<file path="config.mk">
export PLATFORM = sky130hd
export DESIGN_NAME = descending_score_sorted_table
export DESIGN_NICKNAME = d
export VERILOG_FILES = /design/src/design/dsst_pkg.sv /design/src/design/descending_score_sorted_table.sv /design/src/design/dsst_cell.sv
export SDC_FILE = /design/constraint.sdc
export NUM_CORES = 1
export LEC_CHECK = 0
export BUFFER_PORTS_ARGS = -buffer_cell sky130_fd_sc_hd__buf_2
export CELL_PAD_IN_SITES_DETAIL_PLACEMENT = 0
export CELL_PAD_IN_SITES_GLOBAL_PLACEMENT = 1
export CORE_MARGIN = 3
export CORE_UTILIZATION = 55
export DETAILED_ROUTE_END_ITERATION = 12
export PLACE_DENSITY_LB_ADDON = 0.1
export SYNTH_ARGS = -nofsm -noshare
export SYNTH_HDL_FRONTEND = slang
export SYNTH_SLANG_ARGS = --single-unit
</file>
<file path="constraint.sdc">
create_clock -name clock -period 12.6 [get_ports clock]
set_input_delay 0.63 -clock clock [delete_from_list [all_inputs] [get_ports clock]]
set_output_delay 0.63 -clock clock [all_outputs]
set_load 0.01 [all_outputs]
</file>
<file path="src/design/dsst_pkg.sv">
// ----------------------------------------------------------------------------
// Descending score table package
// Types and constants shared by the sorted table, its cells and its checker.
// ----------------------------------------------------------------------------
package dsst_pkg;

   localparam int TABLE_DEPTH = 16;
   localparam int IDX_W       = (TABLE_DEPTH > 1) ? $clog2(TABLE_DEPTH) : 1;
   localparam int RANK_W      = 6;

   typedef struct packed {
      logic [15:0] player_id;
      logic [15:0] score;
   } req_type;

   typedef struct packed {
      logic [RANK_W-1:0] rank;
      logic [15:0]       entry_player;
      logic [15:0]       entry_score;
      logic              last;
   } rsp_type;

   typedef struct packed {
      logic        valid;
      logic [15:0] player;
      logic [15:0] score;
   } entry_type;

   // Control broadcast from the sequencer to every cell.
   typedef struct packed {
      logic        insert;
      logic        rotate;
      logic [15:0] new_player;
      logic [15:0] new_score;
   } cell_ctrl_type;

   typedef enum logic {
      ST_IDLE,
      ST_LIST
   } state_type;

endpackage

</file>
<file path="src/design/descending_score_sorted_table.sv">
// ----------------------------------------------------------------------------
// Descending score sorted table
// A chain of cells kept in descending score order; each insert lists the table.
// ----------------------------------------------------------------------------
// Insert: the cells take the new entry when it is accepted; rank 0 is offered in the next cycle.
// Listing: the ring of TABLE_DEPTH cells rotates once per result transfer and
// once per cycle over empty cells, TABLE_DEPTH rotations in all, which restores
// the order. A new insert is accepted only once the listing has ended.
// Reset clears every cell's valid bit and returns the sequencer to idle.
module descending_score_sorted_table (
   input  logic              clock,
   input  logic              reset,
   input  logic              req_valid,
   output logic              req_ready,
   input  dsst_pkg::req_type req_payload,
   output logic              rsp_valid,
   input  logic              rsp_ready,
   output dsst_pkg::rsp_type rsp_payload
);

   localparam int DEPTH = dsst_pkg::TABLE_DEPTH;
   localparam int IW    = dsst_pkg::IDX_W;

   dsst_pkg::state_type     state_ff;
   dsst_pkg::state_type     state_in;
   logic [IW-1:0]           rank_ff;
   logic [IW-1:0]           rank_in;
   logic                    step;
   logic                    rank_end;
   dsst_pkg::cell_ctrl_type ctrl;
   dsst_pkg::entry_type     cells [DEPTH];
   logic                    lower [DEPTH];

   assign rank_end = (rank_ff == IW'(DEPTH - 1));
   // Empty cells at the tail rotate by without a transfer.
   assign step     = cells[0].valid ? rsp_ready : 1'b1;

   always_comb begin
      state_in = state_ff;
      unique case (state_ff)
         dsst_pkg::ST_IDLE: if (req_valid) state_in = dsst_pkg::ST_LIST;
         dsst_pkg::ST_LIST: if (step && rank_end) state_in = dsst_pkg::ST_IDLE;
         default:           state_in = dsst_pkg::ST_IDLE;
      endcase
   end

   always_comb begin
      req_ready       = (state_ff == dsst_pkg::ST_IDLE);
      rsp_valid       = (state_ff == dsst_pkg::ST_LIST) && cells[0].valid;
      ctrl.insert     = req_valid && req_ready;
      ctrl.rotate     = (state_ff == dsst_pkg::ST_LIST) && step;
      ctrl.new_player = req_payload.player_id;
      ctrl.new_score  = req_payload.score;
      rank_in         = rank_ff;
      if (ctrl.insert) begin
         rank_in = '0;
      end else if (ctrl.rotate) begin
         rank_in = rank_ff + IW'(1);
      end
   end

   always_ff @(posedge clock) begin
      if (reset) begin
         state_ff <= dsst_pkg::ST_IDLE;
         rank_ff  <= '0;
      end else begin
         state_ff <= state_in;
         rank_ff  <= rank_in;
      end
   end

   for (genvar i = 0; i < DEPTH; i++) begin : g_cell
      localparam int PREV = (i == 0) ? 0 : i - 1;
      localparam int NEXT = (i == DEPTH - 1) ? 0 : i + 1;
      logic prev_lower;
      assign prev_lower = (i == 0) ? 1'b0 : lower[PREV];

      dsst_cell u_cell (
         .clock      (clock),
         .reset      (reset),
         .ctrl       (ctrl),
         .prev_lower (prev_lower),
         .prev_entry (cells[PREV]),
         .next_entry (cells[NEXT]),
         .lower      (lower[i]),
         .entry      (cells[i])
      );
   end

   assign rsp_payload.rank         = dsst_pkg::RANK_W'(rank_ff);
   assign rsp_payload.entry_player = cells[0].player;
   assign rsp_payload.entry_score  = cells[0].score;
   // Cell 1 holds the following rank, so an empty cell 1 marks the end.
   assign rsp_payload.last         = rank_end || !cells[1].valid;

endmodule

</file>
<file path="src/design/dsst_cell.sv">
// ----------------------------------------------------------------------------
// Sorted table cell
// Holds one table entry. On an insert it keeps its entry, takes the new one,
// or takes its upper neighbor's; while listing it takes its lower neighbor's.
// ----------------------------------------------------------------------------
module dsst_cell (
   input  logic                   clock,
   input  logic                   reset,
   input  dsst_pkg::cell_ctrl_type ctrl,
   input  logic                   prev_lower,
   input  dsst_pkg::entry_type    prev_entry,
   input  dsst_pkg::entry_type    next_entry,
   output logic                   lower,
   output dsst_pkg::entry_type    entry
);

   logic        valid_ff;
   logic        valid_in;
   logic [15:0] player_ff;
   logic [15:0] player_in;
   logic [15:0] score_ff;
   logic [15:0] score_in;

   // An empty cell ranks below everything, so the new entry fills the table
   // from the top.
   assign lower = !valid_ff || (score_ff < ctrl.new_score);

   always_comb begin
      priority if (ctrl.rotate) begin
         valid_in  = next_entry.valid;
         player_in = next_entry.player;
         score_in  = next_entry.score;
      end else if (ctrl.insert && lower) begin
         if (prev_lower) begin
            valid_in  = prev_entry.valid;
            player_in = prev_entry.player;
            score_in  = prev_entry.score;
         end else begin
            valid_in  = 1'b1;
            player_in = ctrl.new_player;
            score_in  = ctrl.new_score;
         end
      end else begin
         valid_in  = valid_ff;
         player_in = player_ff;
         score_in  = score_ff;
      end
   end

   always_ff @(posedge clock) begin
      if (reset) begin
         valid_ff <= 1'b0;
      end else begin
         valid_ff <= valid_in;
      end
   end

   always_ff @(posedge clock) begin
      player_ff <= player_in;
      score_ff  <= score_in;
   end

   assign entry.valid  = valid_ff;
   assign entry.player = player_ff;
   assign entry.score  = score_ff;

endmodule

</file>
==> results.py <==
metrics = {
    "floorplan": {
        "core_area_um2": 58030,
        "die_w_um": 249.0,
        "io_pins": 77,
        "dieArea_um2": 62010,
        "num_rows": 88,
        "die_y_um": 249.0,
        "start_util": 0.5598,
    },
    "worst_hold_path": {
        "hold_class": "in -> reg",
        "min_to": "g_cell[0].u_cell.valid_ff",
        "hold_depth": 3,
        "hp-start": "req_valid",
    },
    "yosys": {
        "synth_seq_area_share": 0.4862,
        "post-synth-top-count-cell": "edfxtp_1",
        "synth_top_area_cell": "edfxtp_1",
        "synth_async_sr_flop_share": 0,
        "synth_edf_count": 512,
        "yosys-top-cells-area": "edfxtp_1 47%, mux2i_1 14%, ha_1 9.3%",
        "synth_ff_type": "edfxtp_1",
        "synth_cells": 3090,
        "synth_cell_types": 54,
        "synth_top_area_frac": 0.4733,
        "synth_area_per_cell_um2": 10.51,
        "yosysWarnings": 0,
        "syn_area_um2": 32480,
        "synth-seq-cells": 533,
        "synth_common_cells": "512 x edfxtp_1, 488 x nand2_1, 464 x mux2i_1",
    },
    "sta": {
        "hold_violations": 0,
        "fin_crit_sh": 0.3763,
        "drv_slew": 0,
        "tns_ps": 0,
        "maxSlewHeadroom": 0.2269,
        "tightest_slew_ps": 1160,
        "fmax_ghz": 0.2109,
        "finClkSkew_ps": 15.90,
        "setup_viol": 0,
        "hold-worst-slack_ps": 368.6,
        "period_needed_ps": 4742,
        "rsz0062_at_grt": "no",
    },
    "clock_tree": {
        "cts-root-buf": "clkbuf_16",
        "path_clk_slew_ps": 60,
        "h-tree-depth": 2,
        "clock_sinks": 533,
        "cts_tree": "yes",
        "cts.path.max_buffers": 3,
        "holdBufCountCts": 0,
        "cts_setup_buffers": 0,
        "clkLatencyLatePin_ps": 640,
        "cts-resized-gates": 0,
        "cts_buffers": 59,
    },
    "cells_and_area": {
        "drive_above_1_share": 0.08009,
        "final_util": 0.6041,
        "fin_area_um2": 35050,
        "nets": 3311,
        "area_growth_pct": 7.916,
        "fillCellCount": 4795,
    },
    "setup_path": {
        "required_ps": 12890,
        "start_kind": "input port",
        "rr_endpoint": "g_cell[14].u_cell.score_ff[5]",
        "reg2reg_depth": 8,
        "crit_arrival_ps": 5030,
        "critPathBufInv": 4,
        "path_cells": "buf_2 -> inv_1 -> ha_1 -> nand4_1 -> or4_1 -> o32a_2 -> a21boi_4 -> buf_4 -> o21ai_4 -> buf_4",
        "crit_start": "req_payload[11]",
        "worst-path-stages": 10,
        "path_common_cell": "buf_4",
        "endpoint_kind": "flop",
        "path_class": "in -> reg",
        "rr_startpoint": "g_cell[14].u_cell.score_ff[11]",
        "cpPeakStageDelay_ps": 850,
        "cp_max_fo": 32,
        "cp_slowest_cell": "a21boi_4",
        "cp_top_family": "buffers and inverters",
        "rrSetupSlack_ps": 8330,
    },
    "place": {
        "hpwl_mm": 65.11,
        "port_buffers": 74,
        "placed_area_um2": 33170,
        "routabilityCongestion": 0.9372,
    },
    "drt": {
        "drcViolationCount": 0,
        "dr.pass1.iters": 7,
        "drt-initial-drc-count": 2567,
        "via_count": 24403,
        "viasPerCell": 6.334,
        "wirelength_mm": 99.78,
        "wl_per_cell_um": 25.90,
        "antenna_left": 0,
    },
    "pwr": {
        "max-vdd-ir-drop_uv": 121.1,
        "power_density_nw_per_um2": 158.0,
        "power_w": 0.005539,
        "p_leak_nw": 13.08,
    },
    "global_route": {
        "grt_usage": 0.3140,
        "grt_first_pass_wirelength_mm": 148.9,
        "overflow": 0,
        "grt_pass1_vias": 23507,
        "grt_start_max_net_pins": 209,
        "antenna_found_initial": 11,
    },
    "outcome": {
        "status": "completed",
    },
    "flow_run": {
        "maxCapViolations": 0,
    },
}
[metrics by stage]
step                      setup slack (ps)  cells
after floorplan                       7462   3091
after global placement                7364   3738
after detailed placement              7351   3738
after CTS                             8001   3849
after global routing                  7797   3849
final                                 7858   3853
[power by group]
group	total (W)	internal, W	leakage, nW	switching (W)
clock network	0.00172	0.000969	0.935	0.000755
logic	0.00121	0.000437	6.92	0.000775
registers	0.00260	0.00236	5.23	0.000240
total	0.00554	0.00377	13.1	0.00177
[routing by layer]
| layer | vias to the layer above | GRT usage | wire (um) |
|---|---|---|---|
| met1 | 11885 | 0.4803 | 46290 |
| li1 | 11302 | - | - |
| met4 | 10 | 0.07775 | 2245 |
| met3 | 143 | 0.05909 | 9018 |
| met2 | 1063 | 0.4595 | 42040 |
| met5 | - | 0.01467 | 195 |
[layout make-up]
type,instances,area [um^2],share of cell area
multi-input cells,2285,15530,0.4430
clock inverters,41,349.1,0.009958
repair buffers,124,770.7,0.02199
inverters,31,116.4,0.003319
well taps,765,957.2,0.02730
flip-flops and latches,533,15800,0.4506
clock buffers,70,1528,0.04358
diodes,4,10.01,0.0002855
[placed cells by master, fill, tap and decap left out, drive strengths merged, types with 4 or more instances in the layout]
cell type,count
edfxtp,512
nand2,489
mux2i,464
o21ai,406
a21oi,254
ha,241
nor2,184
buf,124
clkbuf,70
inv,35
clkinv,32
nand4,31
nor3,28
nand3,25
dfxtp,21
a211oi,20
o211ai,18
or3,14
nor2b,14
a22oi,13
nand2b,12
a2111oi,11
o21a,10
nor4bb,6
a21o,5
bufinv,5
diode,4
a221oi,4
or4,4
[worst max path at each step]
stage          slack [ps]                         endpoint
6_report             7860    g_cell[14].u_cell.score_ff[5]
3_5_place_dp         7350   g_cell[14].u_cell.player_ff[9]
2_1_floorplan        7460   g_cell[10].u_cell.player_ff[0]
5_1_grt              7800    g_cell[14].u_cell.score_ff[1]
4_1_cts              8000    g_cell[14].u_cell.score_ff[5]
3_3_place_gp         7360  g_cell[14].u_cell.player_ff[11]
[registers in the layout, indices dropped and copies added (netlist names)]
register and flops:
g_cell.u_cell.score_ff 256, rank_ff 4, g_cell.u_cell.player_ff 256, g_cell.u_cell.valid_ff 16, state_ff 1
[cells by family (layout without fill, tap and decap cells)]
family	count (synthesis)	count (layout)	share of synthesized area
AOI/OAI and AO/OA	764	764	0.1280
and+or+nand+nor	811	811	0.1037
adders and majority gates	241	241	0.09283
buffers and inverters	273	266	0.04534
other	1	6	0.0001154
muxes	464	464	0.1430
DFF	533	533	0.4862
xor gates and xnor gates	3	3	0.0008090
[tightest hold or removal path: cells and delay by family]
family / cells / cell delay (ps)
AO/OA/AOI/OAI: 1 / 90
buffers and inverters: 1 / 140
AND/OR/NAND/NOR: 1 / 90
Power figures use the tool's default switching activity.
